===== config.mk =====
export PLATFORM = sky130hd
export DESIGN_NAME = bsc_ram
export DESIGN_NICKNAME = d
export VERILOG_FILES = /design/src/bsc_ram.sv
export SDC_FILE = /design/constraint.sdc
export NUM_CORES = 1
export LEC_CHECK = 0
export BUFFER_PORTS_ARGS = -buffer_cell sky130_fd_sc_hd__buf_2
export CORE_MARGIN = 1.5
export CORE_UTILIZATION = 35
export DETAILED_ROUTE_END_ITERATION = 8
export HOLD_SLACK_MARGIN = 0.05
export PLACE_DENSITY = 0.6
export SYNTH_ARGS = -nofsm -noshare
export SYNTH_HDL_FRONTEND = slang
export SYNTH_SLANG_ARGS = --single-unit

===== constraint.sdc =====
create_clock -name clk -period 4.01 [get_ports clk]
set_clock_uncertainty 0.15 [all_clocks]
set_input_delay 0.401 -clock clk [delete_from_list [all_inputs] [get_ports clk]]
set_output_delay 0.401 -clock clk [all_outputs]
set_load 0.01 [all_outputs]

===== src/bsc_ram.sv =====
`default_nettype none

module bsc_ram #(
    parameter int WIDTH = 8,
    parameter int DEPTH = 16,
    localparam int ADDR_W = (DEPTH > 1) ? $clog2(DEPTH) : 1
) (
    input  wire logic              clk,
    input  wire logic              we,
    input  wire logic [ADDR_W-1:0] waddr,
    input  wire logic [WIDTH-1:0]  wdata,
    input  wire logic [ADDR_W-1:0] raddr,
    output logic      [WIDTH-1:0]  rdata
);

    logic [WIDTH-1:0] mem [DEPTH];

    always_ff @(posedge clk)
    begin
        if (we)
        begin
            mem[waddr] <= wdata;
        end
        rdata <= mem[raddr];
    end

endmodule

`default_nettype wire


== Word level (Yosys, flattened, before mapping) ==
Memory sizes are Yosys's and may differ from the RTL's. A register that Yosys moved wholly into a read port is not among the register bits.
Index checks and enable logic that the tools add are counted.

* Bits of input ports: 18
* Memories kept: 1
* Output and inout port bits: 8
* Register bits after elaboration: 0
* Memory bits (writable): 128
* Logic and storage cells: 3

* Multiplexer cells: 2

{| class="wikitable"
|+ Memory list
! name !! depth !! bits a word !! read ports !! clocked after memory_dff !! wr ports !! RTL line !! source
|-
| mem || 16 || 8 || 1 || 1 || 1 || 16 || <nowiki>logic [WIDTH-1:0] mem [DEPTH];</nowiki>
|}

{| class="wikitable"
|+ Operator list
! kind !! number
|-
| two-way mux 1 bit || 2
|}

== Logic depth before layout (Yosys ltp) ==
* Depth in word-level cells: 2
* Gate-level depth with buffers: 5
* Depth with buffers taken out: 3

== Worst setup path before layout ==
Ideal clock, no wire load.

* Path type: input to register
* Start point: input waddr[2]
* End point: memory mem[0][0] (enable)
* Stages on the path: 2
* Required time: 3477 ps
* Arrival time: 1511 ps
* Buffers on the path: 0
* Setup time: 383 ps
* Setup slack: 1966 ps
* Path through: or3b_2 nor3_1

{| class="wikitable"
|+ RTL lines
! what !! RTL line !! source
|-
| start: declaration || 10 || <nowiki>input wire logic [ADDR_W-1:0] waddr,</nowiki>
|-
| end: declaration || 16 ||
|}

No word-level cell before the write port.

== Worst setup path in the final report ==
* Start point: input waddr[2]
* End point: memory mem[0][5] (enable)

No word-level cell before the write port.

==> load_flow_metrics.sql <==
INSERT INTO impl_metrics (metric_group, metric, value, unit) VALUES
('outcome', 'status', 'finished clean', ''),
('layout', 'layoutNonFillerInstCount', '462', ''),
('synthesis', 'netlist_instances', '229', ''),
('grt', 'grt_usage', '14.2', '%'),
('layout', 'antenna-diode-count', '0', ''),
('synthesis', 'post_synth_most_frequent_cells', '128 x sky130_fd_sc_hd__edfxtp_1, 18 x sky130_fd_sc_hd__mux4_2, 16 x sky130_fd_sc_hd__a22oi_1', ''),
('route', 'vias', '2414', ''),
('clock_tree', 'cts_buffers', '17', ''),
('synthesis', 'synth.lib_cells_used.distinct', '19', ''),
('floorplan', 'die_area', '0.0154', 'mm2'),
('floorplan', 'number_of_ports_placed_on_the_die_boundary', '26', ''),
('clock_tree', 'hold_buffers', '0', ''),
('critical_path', 'arrival', '2.08', 'ns'),
('floorplan', 'fp.coreArea', '0.0144', 'mm2'),
('sta', 'setup_viol', '0', ''),
('layout', 'area_overhead_of_the_layout_relative_to_synthesis', '18.0', '%'),
('power', 'power_report.internal_total', '2.74', 'mW'),
('power', 'p_comb_share', '4.3', '%'),
('route', 'route.detailed.drc', '0', ''),
('synthesis', 'synth_area_per_inst', '22.5', 'um2'),
('critical_path', 'crit_end', 'mem[0][5]$_DFFE_PP_', ''),
('placed_design', 'place.port_buffers', '25', ''),
('route', 'average_detailed_routed_wire_length_per_instance', '22.3', 'um'),
('floorplan', 'core.rowCount', '44', ''),
('layout', 'number_of_fill_cells', '1279', ''),
('clock_tree', 'master_cell_of_the_clock_root_buffer', 'sky130_fd_sc_hd__clkbuf_16', ''),
('layout', 'fraction_of_final_layout_cells_with_drive_strength_greater_than_1', '27.0', '%'),
('sta', 'grt_setup_unrepaired', 'no', ''),
('critical_path', 'critical_path.slowest_cell', 'sky130_fd_sc_hd__nor3_1', ''),
('synthesis', 'synth_top_area_share', '74.7', '%'),
('sta', 'max_clock_freq', '451', 'MHz'),
('clock_tree', 'clock_path_buffers', '2', ''),
('sta', 'finalHoldViolations', '0', ''),
('flow_run', 'drv_cap', '0', ''),
('synthesis', 'ys_async_sr_fraction', '0', '%'),
('worst_hold_path', 'hp-start', 'wdata[4]', ''),
('placed_design', 'gp_congestion', '0.736', ''),
('critical_path', 'setup.worst_path.end_class', 'flip-flop', ''),
('layout', 'design.final.nets', '283', ''),
('clock_tree', 'cts_tree', 'yes', ''),
('critical_path', 'crit_path_start_kind', 'input pin', ''),
('route', 'antenna_violating_nets_post_route', '0', ''),
('route', 'drtIter0Drc', '247', ''),
('synthesis', 'count_of_flip_flops_with_a_built_in_enable_after_synthesis', '128', ''),
('grt', 'antenna_found_initial', '0', ''),
('placed_design', 'placed_cells', '430', ''),
('power', 'cellPowerDensity', '561', 'mW/mm2'),
('synthesis', 'synthTopCellsByArea', 'sky130_fd_sc_hd__edfxtp_1 75%, sky130_fd_sc_hd__mux4_2 7.9%, sky130_fd_sc_hd__mux4_1 7.1%, sky130_fd_sc_hd__dfxtp_1 3.1%, sky130_fd_sc_hd__a22oi_1 2.3%', ''),
('synthesis', 'synth.largest_area_cell', 'sky130_fd_sc_hd__edfxtp_1', ''),
('synthesis', 'ys_seq_elements', '136', ''),
('critical_path', 'setup_slack_reg_to_reg', '2.39', 'ns'),
('synthesis', 'syn-cell-area', '0.00515', 'mm2'),
('clock_tree', 'cts.repair.resized', '0', ''),
('grt', 'first_global_vias', '2481', ''),
('critical_path', 'path_depth_of_the_worst_reg2reg_path', '3', ''),
('power', 'seq_power_share', '46.9', '%'),
('power', 'p_sw', '0.666', 'mW'),
('sta', 'slew_headroom', '8.19', '%'),
('placed_design', 'detailedPlacementHpwl', '6.50', 'mm'),
('synthesis', 'synth.yosys.seq_area_share', '77.8', '%'),
('synthesis', 'postSynthNetCount', '247', ''),
('critical_path', 'path_class', 'input pin to flip-flop', ''),
('floorplan', 'initial_utilization', '35.7', '%'),
('clock_tree', 'cts_setup_buffers', '0', ''),
('critical_path', 'critical_path.cell_chain', 'buf_2 > or3b_2 > nor3_1', ''),
('critical_path', 'critical_path.startpoint', 'waddr[2]', ''),
('floorplan', 'die_h', '124', 'um'),
('grt', 'grt_start_max_net_pins', '33', ''),
('floorplan', 'fp.dieW', '124', 'um'),
('clock_tree', 'htree_num_levels', '4', ''),
('critical_path', 'required', '3.88', 'ns');
[state kept, by name, summed over array words and instances (netlist names)]
| signal | count |
|---|---|
| mem | 128 |
| rdata | 8 |
[power groups by stage]
stage / sequential, mW / clock, mW / combinational [mW]
final: 1.60 / 1.66 / 0.147
after floorplan: 1.63 / 0 / 0.0807
after global placement: 1.63 / 0 / 0.144
after detailed placement: 1.63 / 0 / 0.148
after global routing: 1.60 / 1.75 / 0.159
after CTS: 1.60 / 1.68 / 0.149
[cell usage in the layout (no fill, tap or decap), types with 2 or more instances in the layout]
master / synthesis / routed
sky130_fd_sc_hd__nor2_1: 13 / 13
sky130_fd_sc_hd__a22oi_1: 16 / 16
sky130_fd_sc_hd__clkinv_1: 0 / 4
sky130_fd_sc_hd__nand2b_1: 2 / 2
sky130_fd_sc_hd__clkinv_4: 0 / 2
sky130_fd_sc_hd__bufinv_16: 0 / 5
sky130_fd_sc_hd__mux4_1: 14 / 14
sky130_fd_sc_hd__buf_2: 3 / 25
sky130_fd_sc_hd__buf_4: 1 / 2
sky130_fd_sc_hd__nand3b_1: 2 / 2
sky130_fd_sc_hd__nand2_1: 9 / 9
sky130_fd_sc_hd__dfxtp_1: 8 / 8
sky130_fd_sc_hd__nor3_1: 4 / 2
sky130_fd_sc_hd__nor3_2: 0 / 2
sky130_fd_sc_hd__edfxtp_1: 128 / 128
sky130_fd_sc_hd__clkbuf_16: 0 / 17
sky130_fd_sc_hd__mux4_2: 18 / 18
[area by class of cell]
class / instances / area [um2] / share of cell area (%)
sequential: 136 / 4000 / 65.9
clock inverter: 14 / 204 / 3.36
tap: 184 / 230 / 3.79
clock buffer: 18 / 429 / 7.06
multi-input combinational: 83 / 1070 / 17.6
timing repair buffer: 27 / 140 / 2.31
[through the flow]
stage	utilization (%)	hold WS, ns	area, um2	power, mW	setup WS [ns]
3_3_place_gp	37.7	0.507	5440	1.77	1.36
5_1_grt	42.1	0.224	6070	3.51	1.70
4_1_cts	42.1	0.217	6070	3.43	1.80
6_report	42.1	0.229	6070	3.41	1.79
3_5_place_dp	37.7	0.519	5440	1.78	1.36
2_1_floorplan	-	0.350	5150	1.71	1.97
[cells by family (layout without fill, tap and decap cells)]
| logic type | count (synthesis) | count (layout) | share of synthesized area [%] |
|---|---|---|---|
| buffers and inverters | 10 | 59 | 1.68 |
| multiplexers | 32 | 32 | 15.0 |
| AND/OR/NAND/NOR | 35 | 35 | 3.18 |
| flip-flops | 136 | 136 | 77.8 |
| AO/OA/AOI/OAI | 16 | 16 | 2.33 |
[routing by layer]
metal	vias to the layer above	wire length [um]	GRT usage, %
li1	1050	-	-
met1	1271	4650	20.2
met2	81	4960	20.9
met3	12	540	3.95
met4	0	142	5.54
met5	-	0	0
[how the worst min path moves through the flow]
| stage | to | slack [ns] | cells past startpoint |
|---|---|---|---|
| after CTS | mem[12][4]$_DFFE_PP_ | 0.22 | 1 |
| after global placement | rdata[5]$_DFF_P_ | 0.51 | 3 |
| final | mem[3][4]$_DFFE_PP_ | 0.23 | 1 |
| after floorplan | mem[0][0]$_DFFE_PP_ | 0.35 | 0 |
| after global routing | mem[12][4]$_DFFE_PP_ | 0.22 | 1 |
| after detailed placement | rdata[1]$_DFF_P_ | 0.52 | 3 |
(Power assumes the default switching activity.)
